$ cat src/rtl/cfr_pkg.sv
// Package for the checksummed frame receiver.
// Holds shared types, codes and constants; no dependencies.
`default_nettype none

package cfr_pkg;

    localparam int MAX_FRAME_BYTES_DEF = 40;
    localparam int BYTE_W              = 8;
    localparam int INDEX_W             = 6;
    // Wide enough for length + 3 with length up to 255.
    localparam int LEN_CMP_W           = 9;

    typedef logic [BYTE_W-1:0]  t_byte;
    typedef logic [INDEX_W-1:0] t_index;

    localparam t_byte CHECK_BASE    = 8'hFF;
    localparam t_byte TIMEOUT_RESET = 8'd2;

    typedef enum logic {
        CMD_BYTE = 1'b0,
        CMD_TICK = 1'b1
    } t_cmd;

    typedef enum logic [2:0] {
        S_IDLE = 3'b001,
        S_SEND = 3'b010,
        S_ERR  = 3'b100
    } t_state;

endpackage

`default_nettype wire

$ cat src/rtl/cfr_if.sv
// Valid/ready channels of the checksummed frame receiver.
// Depends on cfr_pkg for payload types.
`default_nettype none

interface cfr_in_if;
    logic              valid;
    logic              ready;
    cfr_pkg::t_cmd     command;
    cfr_pkg::t_byte    rx_byte;

    modport source (output valid, output command, output rx_byte, input ready);
    modport sink   (input valid, input command, input rx_byte, output ready);
endinterface

interface cfr_out_if;
    logic              valid;
    logic              ready;
    cfr_pkg::t_byte    frame_byte;
    cfr_pkg::t_index   byte_index;
    logic              last;
    logic              checksum_ok;

    modport source (output valid, output frame_byte, output byte_index, output last,
                    output checksum_ok, input ready);
    modport sink   (input valid, input frame_byte, input byte_index, input last,
                    input checksum_ok, output ready);
endinterface

`default_nettype wire

$ cat src/rtl/cfr_frame_mem.sv
// Frame byte store: one write port, one read port, registered read data.
// Depends on cfr_pkg for the byte type.
`default_nettype none

module cfr_frame_mem #(
    parameter int DEPTH = cfr_pkg::MAX_FRAME_BYTES_DEF
) (
    input  wire logic                     i_clk,
    input  wire logic                     i_we,
    input  wire logic [$clog2(DEPTH)-1:0] i_waddr,
    input  wire cfr_pkg::t_byte           i_wdata,
    input  wire logic                     i_re,
    input  wire logic [$clog2(DEPTH)-1:0] i_raddr,
    output cfr_pkg::t_byte                o_rdata
);
    import cfr_pkg::*;

    t_byte r_mem [DEPTH];
    t_byte r_rdata;

    always_ff @(posedge i_clk) begin
        if (i_we) begin
            r_mem[i_waddr] <= i_wdata;
        end
    end

    // Hold the last read word until the next read is issued.
    always_ff @(posedge i_clk) begin
        if (i_re) begin
            r_rdata <= r_mem[i_raddr];
        end
    end

    assign o_rdata = r_rdata;

endmodule

`default_nettype wire

$ cat src/rtl/checksummed_frame_receiver_core.sv
// Top level of the checksummed frame receiver: framing, checksum and readout.
// Depends on cfr_pkg, cfr_if (channels) and cfr_frame_mem.
//
// Each input item (a received byte or a timeout tick) is taken only while idle.
// Bytes go into a single-port-write, single-port-read frame store; the running
// sum and the frame length are kept in registers, so a frame's checksum is
// known the moment its last byte arrives. A good frame is then read back from
// the store one byte per cycle while the sink is ready (the read port sets
// this), type byte first, while input is held off: a frame with L payload
// bytes gives L+1 results. A bad checksum gives one error result.
// No new input item is taken until the last result of a frame is delivered.
// The store needs no clearing after reset: only bytes of the current frame
// are read.
`default_nettype none

module checksummed_frame_receiver_core #(
    parameter int MAX_FRAME_BYTES = cfr_pkg::MAX_FRAME_BYTES_DEF
) (
    input  wire logic           i_clk,
    input  wire logic           i_rst_n,
    cfr_in_if.sink              i_in,
    cfr_out_if.source           o_out,
    input  wire logic           i_cfg_we,
    input  wire cfr_pkg::t_byte i_cfg_wdata
);
    import cfr_pkg::*;

    localparam int AW = $clog2(MAX_FRAME_BYTES);
    localparam int CW = $clog2(MAX_FRAME_BYTES + 1);

    t_state          r_state, n_state;
    logic [CW-1:0]   r_count, n_count;
    t_byte           r_countdown, n_countdown;
    t_byte           r_sum, n_sum;
    t_byte           r_len, n_len;
    t_index          r_idx, n_idx;
    t_byte           r_timeout;

    logic            in_fire, out_fire;
    logic            is_byte;
    logic            store_ok;
    logic [CW-1:0]   count_inc;
    t_byte           len_eff;
    t_byte           cd_dec;
    logic            complete;
    logic            cks_ok;
    logic            run_last;
    logic            mem_we;
    logic [AW-1:0]   mem_waddr;
    logic            mem_re;
    logic [AW-1:0]   mem_raddr;
    t_byte           mem_rdata;

    cfr_frame_mem #(
        .DEPTH (MAX_FRAME_BYTES)
    ) u_mem (
        .i_clk   (i_clk),
        .i_we    (mem_we),
        .i_waddr (mem_waddr),
        .i_wdata (i_in.rx_byte),
        .i_re    (mem_re),
        .i_raddr (mem_raddr),
        .o_rdata (mem_rdata)
    );

    assign i_in.ready = (r_state == S_IDLE);
    assign in_fire    = i_in.valid && i_in.ready;
    assign out_fire   = o_out.valid && o_out.ready;
    assign is_byte    = (i_in.command == CMD_BYTE);

    assign store_ok  = (r_count < CW'(MAX_FRAME_BYTES));
    assign count_inc = store_ok ? r_count + CW'(1) : r_count;
    // The length byte is the one being stored when the store is empty.
    assign len_eff   = (r_count == '0) ? i_in.rx_byte : r_len;
    assign complete  = (LEN_CMP_W'(count_inc) >= LEN_CMP_W'(len_eff) + LEN_CMP_W'(3));
    // The byte that completes a frame is its checksum; the sum so far excludes it.
    assign cks_ok    = (i_in.rx_byte == CHECK_BASE - r_sum);
    assign cd_dec    = (r_countdown != '0) ? r_countdown - 8'd1 : r_countdown;
    assign run_last  = ({2'b00, r_idx} == r_len);

    assign mem_we    = in_fire && is_byte && store_ok;
    assign mem_waddr = r_count[AW-1:0];

    // Readout reads bytes 1..len+1; the checksum byte written on completion is
    // never among them, so read and write never meet on one entry.
    always_comb begin
        mem_re    = 1'b0;
        mem_raddr = AW'(1);
        if (r_state == S_IDLE) begin
            mem_re = in_fire && is_byte && complete && cks_ok;
        end else if (r_state == S_SEND) begin
            mem_re    = out_fire && !run_last;
            mem_raddr = AW'(7'(r_idx) + 7'd2);
        end
    end

    always_comb begin
        n_state     = r_state;
        n_count     = r_count;
        n_countdown = r_countdown;
        n_sum       = r_sum;
        n_len       = r_len;
        n_idx       = r_idx;
        case (r_state)
            S_IDLE: begin
                if (in_fire && is_byte) begin
                    n_count     = count_inc;
                    n_sum       = store_ok ? r_sum + i_in.rx_byte : r_sum;
                    n_len       = len_eff;
                    n_countdown = r_timeout;
                    if (complete) begin
                        // Empty the store either way; results follow.
                        n_count = '0;
                        n_sum   = '0;
                        n_idx   = '0;
                        n_state = cks_ok ? S_SEND : S_ERR;
                    end
                end else if (in_fire) begin
                    n_countdown = cd_dec;
                    if (r_count != '0 && cd_dec == '0) begin
                        n_count = '0;
                        n_sum   = '0;
                    end
                end
            end
            S_SEND: begin
                if (out_fire) begin
                    if (run_last) begin
                        n_state = S_IDLE;
                    end else begin
                        n_idx = r_idx + t_index'(1);
                    end
                end
            end
            S_ERR: begin
                if (out_fire) begin
                    n_state = S_IDLE;
                end
            end
            default: begin
                n_state = S_IDLE;
            end
        endcase
    end

    always_ff @(posedge i_clk) begin
        if (!i_rst_n) begin
            r_state     <= S_IDLE;
            r_count     <= '0;
            r_countdown <= '0;
            r_sum       <= '0;
            r_timeout   <= TIMEOUT_RESET;
        end else begin
            r_state     <= n_state;
            r_count     <= n_count;
            r_countdown <= n_countdown;
            r_sum       <= n_sum;
            if (i_cfg_we) begin
                r_timeout <= i_cfg_wdata;
            end
        end
    end

    always_ff @(posedge i_clk) begin
        r_len <= n_len;
        r_idx <= n_idx;
    end

    assign o_out.valid       = (r_state == S_SEND) || (r_state == S_ERR);
    assign o_out.frame_byte  = (r_state == S_ERR) ? '0 : mem_rdata;
    assign o_out.byte_index  = (r_state == S_ERR) ? '0 : r_idx;
    assign o_out.last        = (r_state == S_ERR) ? 1'b1 : run_last;
    assign o_out.checksum_ok = (r_state == S_SEND);

    a_count_bound: assert property (@(posedge i_clk) disable iff (!i_rst_n)
        r_count <= CW'(MAX_FRAME_BYTES))
        else $error("byte count above store depth");

    a_no_input_during_run: assert property (@(posedge i_clk) disable iff (!i_rst_n)
        o_out.valid |-> !i_in.ready)
        else $error("input taken while results pending");

    a_tick_no_result: assert property (@(posedge i_clk) disable iff (!i_rst_n)
        (in_fire && !is_byte) |=> !o_out.valid)
        else $error("tick produced a result");

    a_idx_in_run: assert property (@(posedge i_clk) disable iff (!i_rst_n)
        (r_state == S_SEND) |-> ({2'b00, r_idx} <= r_len))
        else $error("readout index past frame length");

    a_run_ends: assert property (@(posedge i_clk) disable iff (!i_rst_n)
        (out_fire && o_out.last) |=> (r_state == S_IDLE))
        else $error("receiver not idle after last result");

endmodule

`default_nettype wire
$ cat src/flat_wrapper.sv
// flat-port wrapper written by rule: the top's interface ports become plain ports
module checksummed_frame_receiver_core_flat import cfr_pkg::*;
#(
    parameter int MAX_FRAME_BYTES = cfr_pkg::MAX_FRAME_BYTES_DEF
)
  (i_clk, i_rst_n, i_cfg_we, i_cfg_wdata, i_in_valid, i_in_command, i_in_rx_byte, i_in_ready, o_out_valid, o_out_frame_byte, o_out_byte_index, o_out_last, o_out_checksum_ok, o_out_ready);
  cfr_in_if i_in_i ();
  cfr_out_if o_out_i ();
  input  wire logic i_clk;
  input  wire logic i_rst_n;
  input  wire logic i_cfg_we;
  input  wire cfr_pkg::t_byte i_cfg_wdata;
  input wire logic [$bits(i_in_i.valid)-1:0] i_in_valid;
  input wire logic [$bits(i_in_i.command)-1:0] i_in_command;
  input wire logic [$bits(i_in_i.rx_byte)-1:0] i_in_rx_byte;
  output wire logic [$bits(i_in_i.ready)-1:0] i_in_ready;
  output wire logic [$bits(o_out_i.valid)-1:0] o_out_valid;
  output wire logic [$bits(o_out_i.frame_byte)-1:0] o_out_frame_byte;
  output wire logic [$bits(o_out_i.byte_index)-1:0] o_out_byte_index;
  output wire logic [$bits(o_out_i.last)-1:0] o_out_last;
  output wire logic [$bits(o_out_i.checksum_ok)-1:0] o_out_checksum_ok;
  input wire logic [$bits(o_out_i.ready)-1:0] o_out_ready;
  assign i_in_i.valid = i_in_valid;
  assign i_in_i.command = i_in_command;
  assign i_in_i.rx_byte = i_in_rx_byte;
  assign i_in_ready = i_in_i.ready;
  assign o_out_valid = o_out_i.valid;
  assign o_out_frame_byte = o_out_i.frame_byte;
  assign o_out_byte_index = o_out_i.byte_index;
  assign o_out_last = o_out_i.last;
  assign o_out_checksum_ok = o_out_i.checksum_ok;
  assign o_out_i.ready = o_out_ready;
  checksummed_frame_receiver_core #(.MAX_FRAME_BYTES(MAX_FRAME_BYTES)) u_core (.i_clk(i_clk), .i_rst_n(i_rst_n), .i_in(i_in_i), .o_out(o_out_i), .i_cfg_we(i_cfg_we), .i_cfg_wdata(i_cfg_wdata));
endmodule
$ cat config.mk
export PLATFORM = sky130hd
export DESIGN_NAME = checksummed_frame_receiver_core_flat
export DESIGN_NICKNAME = d
export VERILOG_FILES = /design/src/rtl/cfr_pkg.sv /design/src/rtl/cfr_if.sv /design/src/rtl/cfr_frame_mem.sv /design/src/rtl/checksummed_frame_receiver_core.sv /design/src/flat_wrapper.sv
export SDC_FILE = /design/constraint.sdc
export NUM_CORES = 1
export LEC_CHECK = 0
export BUFFER_PORTS_ARGS = -buffer_cell sky130_fd_sc_hd__buf_4
export CAP_MARGIN = 25
export CORE_UTILIZATION = 40
export CTS_CLUSTER_DIAMETER = 40
export DETAILED_ROUTE_END_ITERATION = 8
export HOLD_SLACK_MARGIN = 0.08
export SLEW_MARGIN = 10
export SYNTH_ARGS = -nofsm -noshare
export SYNTH_HDL_FRONTEND = slang
export SYNTH_SLANG_ARGS = --single-unit
$ cat constraint.sdc
create_clock -name i_clk -period 4.8 [get_ports i_clk]
set_clock_uncertainty 0.1 [all_clocks]
set_input_delay 0.24 -clock i_clk [delete_from_list [all_inputs] [get_ports i_clk]]
set_output_delay 0.24 -clock i_clk [all_outputs]
set_load 0.01 [all_outputs]
# Word level (Yosys, flattened, before mapping)

Memory sizes are Yosys's and may differ from the RTL's. A register that Yosys moved wholly into a read port is not among the register bits.
Index checks and enable logic that the tools add are counted.

$add $sub $neg: 7
Order comparisons: 2
Equality and inequality tests: 12
Muxes and demuxes: 35
Bitwise operators: 1
Reduce and logical (&&, ||, !) cells: 23

Operators with widths:

| cell                | number |
|---|---|
| $mux 8              | 10 |
| $mux 6              | 12 |
| $mux 3              | 6 |
| $add 6x1->6 const B | 2 |
| $pmux 6 s2          | 1 |
| $reduce_and 5->1    | 2 |
| $add 8x2->9 const B | 1 |
| $ge 6x9->1          | 1 |
| $pmux 3 s3          | 1 |
| $add 8x8->8         | 1 |
| $eq 6x8->1          | 1 |
| $eq 8x8->1          | 1 |
| $logic_and 1x1->1   | 8 |
| $logic_not 8->1     | 1 |
| $reduce_bool 8->1   | 1 |
| $sub 8x1->8 const B | 1 |
| $sub 8x8->8 const A | 1 |
| $add 6x2->6 const B | 1 |
| $logic_not 6->1     | 1 |
| $lt 6x6->1 const B  | 1 |
| $ne 2x1->1 const B  | 3 |
| $ne 2x2->1 const B  | 3 |
| $reduce_bool 2->1   | 3 |
| $reduce_bool 6->1   | 1 |
| 11 further kinds    | 16 |

Flip-flop bits (word level): 47
RAM bits: 320
Input bits: 22
Word-level logic and storage cells: 88
Memories: 1

Memories:

| name               | depth | bits a word | read ports | clocked after memory_dff | wr ports | line                | RTL |
|---|---|---|---|---|---|---|---|
| u_core.u_mem.r_mem | 40    | 8           | 1          | 1                        | 1        | cfr_frame_mem.sv:18 | `t_byte r_mem [DEPTH];` |

# Depth between registers and ports, before layout

Word-level depth: 7
Gate-level depth with buffers: 17

# Hierarchy

From an unflattened synthesis, not the netlist that was laid out.

Cell total of the unflattened synthesis: 1074
Area, all modules: 16313.1 um^2

By module, submodules not included:

| module                          | instances | cells an instance | area an instance (um^2) |
|---|---|---|---|
| cfr_frame_mem                   | 1         | 696               | 13073.8 |
| checksummed_frame_receiver_core | 1         | 378               | 3239.4 |

# Least setup slack after synthesis

Ideal clock, no wire load.

Path kind: reg2reg
Start: register u_core.r_count[3] (netlist: u_core.mem_waddr[3])
End: register u_core.r_idx[0] (enable)
Data arrival time: 3.417 ns
Required time: 4.323 ns
Path slack: 0.905 ns
Cell stages (with the launch flop): 15
Path buffers: 3
Path through: dfxtp_1 buf_4 or3_4 buf_6 nor2_2 mux2i_1 ha_1 nor3_1 xnor2_1 ha_1 nand3_1 o21ai_0 nand4b_4 buf_4 o21ai_0

Cells in the longest elaborated chain, start to end: 6
Elaborated cells on any way between the ends: 9

Ends and longest elaborated chain:

| element                             | line                                   | RTL |
|---|---|---|
| start, declared                     | checksummed_frame_receiver_core.sv:32  | `logic [CW-1:0] r_count, n_count;` |
| start signal, assigned              | checksummed_frame_receiver_core.sv:155 | `r_count <= n_count;` |
| $logic_not 6->1                     | checksummed_frame_receiver_core.sv:74  | `assign len_eff = (r_count == '0) ? i_in.rx_byte : r_len;` |
| $mux 8                              | checksummed_frame_receiver_core.sv:74  |  |
| $add 8x2->9                         | checksummed_frame_receiver_core.sv:75  | `assign complete = (LEN_CMP_W'(count_inc) >= LEN_CMP_W'(len_eff) + LEN_CMP_W'(3));` |
| $ge 6x9->1 *                        | checksummed_frame_receiver_core.sv:75  |  |
| $ne 2x2->1 (no source line) *       | -                                      |  |
| $reduce_and 5->1 (no source line) * | -                                      |  |
| end signal, assigned                | checksummed_frame_receiver_core.sv:166 | `r_idx <= n_idx;` |
| end, declared                       | checksummed_frame_receiver_core.sv:36  | `t_index r_idx, n_idx;` |

Mark *: on every way between the ends. The rest lies on a longest branch, timed or not.
A chain may end at the register's enable or synchronous reset.

# Worst setup path in the final report

Start: register u_core.r_count[0] (netlist: u_core.mem_waddr[0])
End: register u_core.u_mem.r_rdata[5] (netlist: u_core.u_mem.o_rdata[5]) (read register of u_core.u_mem.r_mem) (enable)

Cells in the longest elaborated chain, start to end: 7
Elaborated cells on any way between the ends: 10

Ends and longest elaborated chain:

| element                          | line                                  | RTL |
|---|---|---|
| $logic_not 6->1                  | checksummed_frame_receiver_core.sv:74 |  |
| $mux 8                           | checksummed_frame_receiver_core.sv:74 |  |
| $add 8x2->9                      | checksummed_frame_receiver_core.sv:75 |  |
| $ge 6x9->1 *                     | checksummed_frame_receiver_core.sv:75 |  |
| $logic_and 1x1->1 * (2 in a row) | checksummed_frame_receiver_core.sv:90 | `mem_re = in_fire && is_byte && complete && cks_ok;` |
| $mux 1 *                         | checksummed_frame_receiver_core.sv:89 | `if (r_state == S_IDLE) begin` |
| via u_core.mem_re                | checksummed_frame_receiver_core.sv:50 | `logic mem_re;` |
| end, declared                    | cfr_frame_mem.sv:19                   | `t_byte r_rdata;` |

Mark *: on every way through the listed nets, which the timed path passes. The rest lies on a longest branch.

==> results by group <==
Die
  – Die Wd: 205 µm
  – Die Y: 205 µm
  – Site row count: 74
  – Die area: 42,000 µm²
  – Core Region: 40,700 µm²
  – Io pins: 40
  – Initial Utilization: 0.405

Synth
  – #FFs+latches synth: 375
  – Mapped Cells: 1,207
  – Top_reg_cell synth: edfxtp_1
  – Cell area after synthesis: 16,500 µm²
  – Syn Nets: 1,250
  – Ys async rst share: 0
  – Syn_area_per_cell: 13.7 µm²
  – Register area share after synthesis: 0.663
  – Yosys cell types: 72
  – Area contributors post-synth: edfxtp_1 (62%), mux2i_1 (4.9%), dfxtp_1 (4.0%), nand2_1 (2.6%), mux4_2 (2.2%)
  – Post-synth top area share: 0.623
  – Post-synth EDFFs: 342
  – Synth area leader: edfxtp_1
  – Yosys warns: 0

Placed design
  – Post-DP HPWL: 25,600 µm
  – IO Port Bufs: 39
  – Final GP Congestion: 0.859
  – Setup WS pre-CTS: 0.601 ns

Global routing
  – First-pass GRT wire length: 61,800 µm
  – GRT Total Usage: 0.198
  – Antenna violations before repair: 0
  – Total grt overflow: 0
  – Pin count of the biggest net entering global routing: 58
  – Vias in the first global route: 9,996

Layout
  – Synthesis-to-finish area growth: 14.8%
  – Ant diodes: 0
  – Layout Nets: 1,304
  – Share of layout cells above drive strength 1: 0.139
  – Commonest non-fill, non-tap cell in the layout: edfxtp_1
  – Most frequent cells in the layout: edfxtp_1 (342), nand2_1 (113), mux2i_1 (80)

Routing
  – Router iterations before antenna repair: 5
  – Iter 0 DRT Violations: 1,016
  – Post-Route WL: 41,300 µm
  – ANT nets after route: 0
  – Vias: 10,400
  – DRC violations left: 0
  – Vias per inst: 5.67
  – Avg WL per Cell: 22.6 µm

CTS
  – CTS tree: built
  – Cts bufs inserted: 45
  – CTS max path bufs: 3
  – TritonCTS Sinks: 375
  – Clock root cell: clkbuf_16
  – Worst skew pair latency: 0.55 ns
  – Post-CTS sizing: 0
  – Htree depth: 2
  – Clock transition at path regs: 0.06 ns

Pwr
  – Flop pwr share: 0.503
  – Leakage: 6.06 nW
  – Combinational Power Share: 0.043
  – P_int: 5.60 mW
  – Part of the power in the clock network: 0.454
  – Maximum vdd drop: 265 µV
  – NetSw: 1.57 mW
  – Switch share: 0.219
  – Pwr Density: 379 nW/µm²

Flow run
  – # Max-Cap Violations: 0

Critical path
  – Crit-path cells: inv_1, ha_1, nor2b_1, nand2_1, mux2i_1, a211oi_1, o21ai_0, xor2_1, ha_1, nand3_1, o21ai_0, nand4b_4, or3b_1, nand2_1
  – Worst setup SP type: register
  – Crit. End Element: register
  – WP data arrival: 4.40 ns
  – CP Data Required Time: 4.90 ns
  – Slowest CP cell: dfxtp_1
  – CP Class: register to register
  – CP max stage delay: 0.49 ns
  – CP max FO: 9

Timing
  – FMAX: 0.233 GHz
  – TNS Setup: 0 ns
  – Slew margin rel.: 0.367
  – # setup viols final: 0
  – RSZ-0062 raised after global routing: no
  – Period utilization: 0.895
  – Worst-Margin Slew: 0.948 ns
  – Tmin final: 4.30 ns
  – Final Hold Viols: 0
  – Final Slew Violations: 0
  – Final setup margin: 0.505 ns

Outcome
  – Status: completed

Hold path
  – Worst hold path class: input port to register
==> logic make-up (layout without fill, tap and decap cells) <==
group | Yosys count | after routing | share of synthesized area
XOR/XNOR | 29 | 29 | 0.0154
buffers and inverters | 96 | 185 | 0.0258
flip-flops | 375 | 375 | 0.663
AO/OA/AOI/OAI | 240 | 240 | 0.100
multiplexers | 105 | 105 | 0.0766
adder cells (fa/ha/maj) | 21 | 21 | 0.0164
AND/OR/NAND/NOR | 341 | 341 | 0.102
==> synth_stat cells, types with 20 or more instances <==
cell type	count
edfxtp_1	342
nand2_1	113
mux2i_1	80
nor2_1	74
a21oi_1	55
nand3_1	48
o21ai_0	39
clkbuf_1	38
o211ai_1	34
dfxtp_1	33
nand2b_1	31
ha_1	20
inv_1	20
xnor2_1	20
==> final cells by class <==
class,count,area (µm²)
multi-input cells,736,5140
repair buffers,81,669
clock inverters,32,248
inverters,22,82.6
clock buffers,50,1190
flip-flops and latches,375,10900
well taps,532,666
fillers,3634,21800
==> worst paths after layout <==
check,start,to,slack (ns),cells past startpoint
worst min register to register,u_core.r_sum[0]$_SDFFE_PN0P_,u_core.r_sum[0]$_SDFFE_PN0P_,0.40,2
worst max register to register,u_core.mem_waddr[0]$_SDFFE_PN0P_,u_core.u_mem.o_rdata[5]$_DFFE_PP_,0.50,14
worst max-delay path,u_core.mem_waddr[0]$_SDFFE_PN0P_,u_core.u_mem.o_rdata[5]$_DFFE_PP_,0.50,14
worst min-delay path,i_in_rx_byte[0],u_core.r_len[0]$_DFFE_PP_,0.11,3
==> state kept, by name, indices dropped and copies added (netlist names), 6 cells and up <==
register,cells
u_core.r_sum,8
u_core.r_countdown,8
u_core.r_timeout,8
u_core.r_idx,6
u_core.r_len,8
u_core.u_mem.o_rdata,8
u_core.u_mem.r_mem,320
u_core.mem_waddr,6
==> metal layers <==
| metal | vias to the layer above | global-route usage | wire (µm) |
|---|---|---|---|
| li1 | 4755 | - | - |
| met1 | 5198 | 0.285 | 18900 |
| met2 | 332 | 0.300 | 18500 |
| met3 | 79 | 0.0312 | 2630 |
| met4 | 0 | 0.0770 | 1340 |
| met5 | - | 0 | 0 |
==> critical path, delay by kind of cell, from the launching register on <==
kind,cells,cell delay [ns]
buffers and inverters,1,0.10
AOI/OAI and AO/OA,3,0.86
DFF,1,0.49
xor gates and xnor gates,1,0.18
muxes,1,0.22
adders and majority gates,2,0.54
and+or+nand+nor,6,1.44
==> power by group through the flow <==
stage / sequential (mW) / clock [mW] / combinational, mW
3_3_place_gp: 3.68 / 0 / 0.283
5_1_grt: 3.61 / 3.43 / 0.338
3_5_place_dp: 3.68 / 0 / 0.290
2_1_floorplan: 3.67 / 0 / 0.172
6_report: 3.61 / 3.26 / 0.308
4_1_cts: 3.61 / 3.32 / 0.308
==> metrics by stage <==
| step | std cells | hold slack [ns] | utilization | power [mW] | cell area, µm² |
|---|---|---|---|---|---|
| 2_1_floorplan | 1207 | 0.239 | - | 3.84 | 16500 |
| 5_1_grt | 1828 | 0.113 | 0.465 | 7.38 | 18900 |
| 3_5_place_dp | 1723 | 0.372 | 0.424 | 3.97 | 17300 |
| 3_3_place_gp | 1722 | 0.365 | 0.423 | 3.96 | 17200 |
| 6_report | 1828 | 0.111 | 0.465 | 7.18 | 18900 |
| 4_1_cts | 1828 | 0.0883 | 0.465 | 7.23 | 18900 |
==> repair_timing <==
action / in CTS / in global routing
hold buffers: 23 / 0
buffers inserted: 0 / 0
hold endpoints to repair: 32 / 0
(Power assumes the default switching activity.)
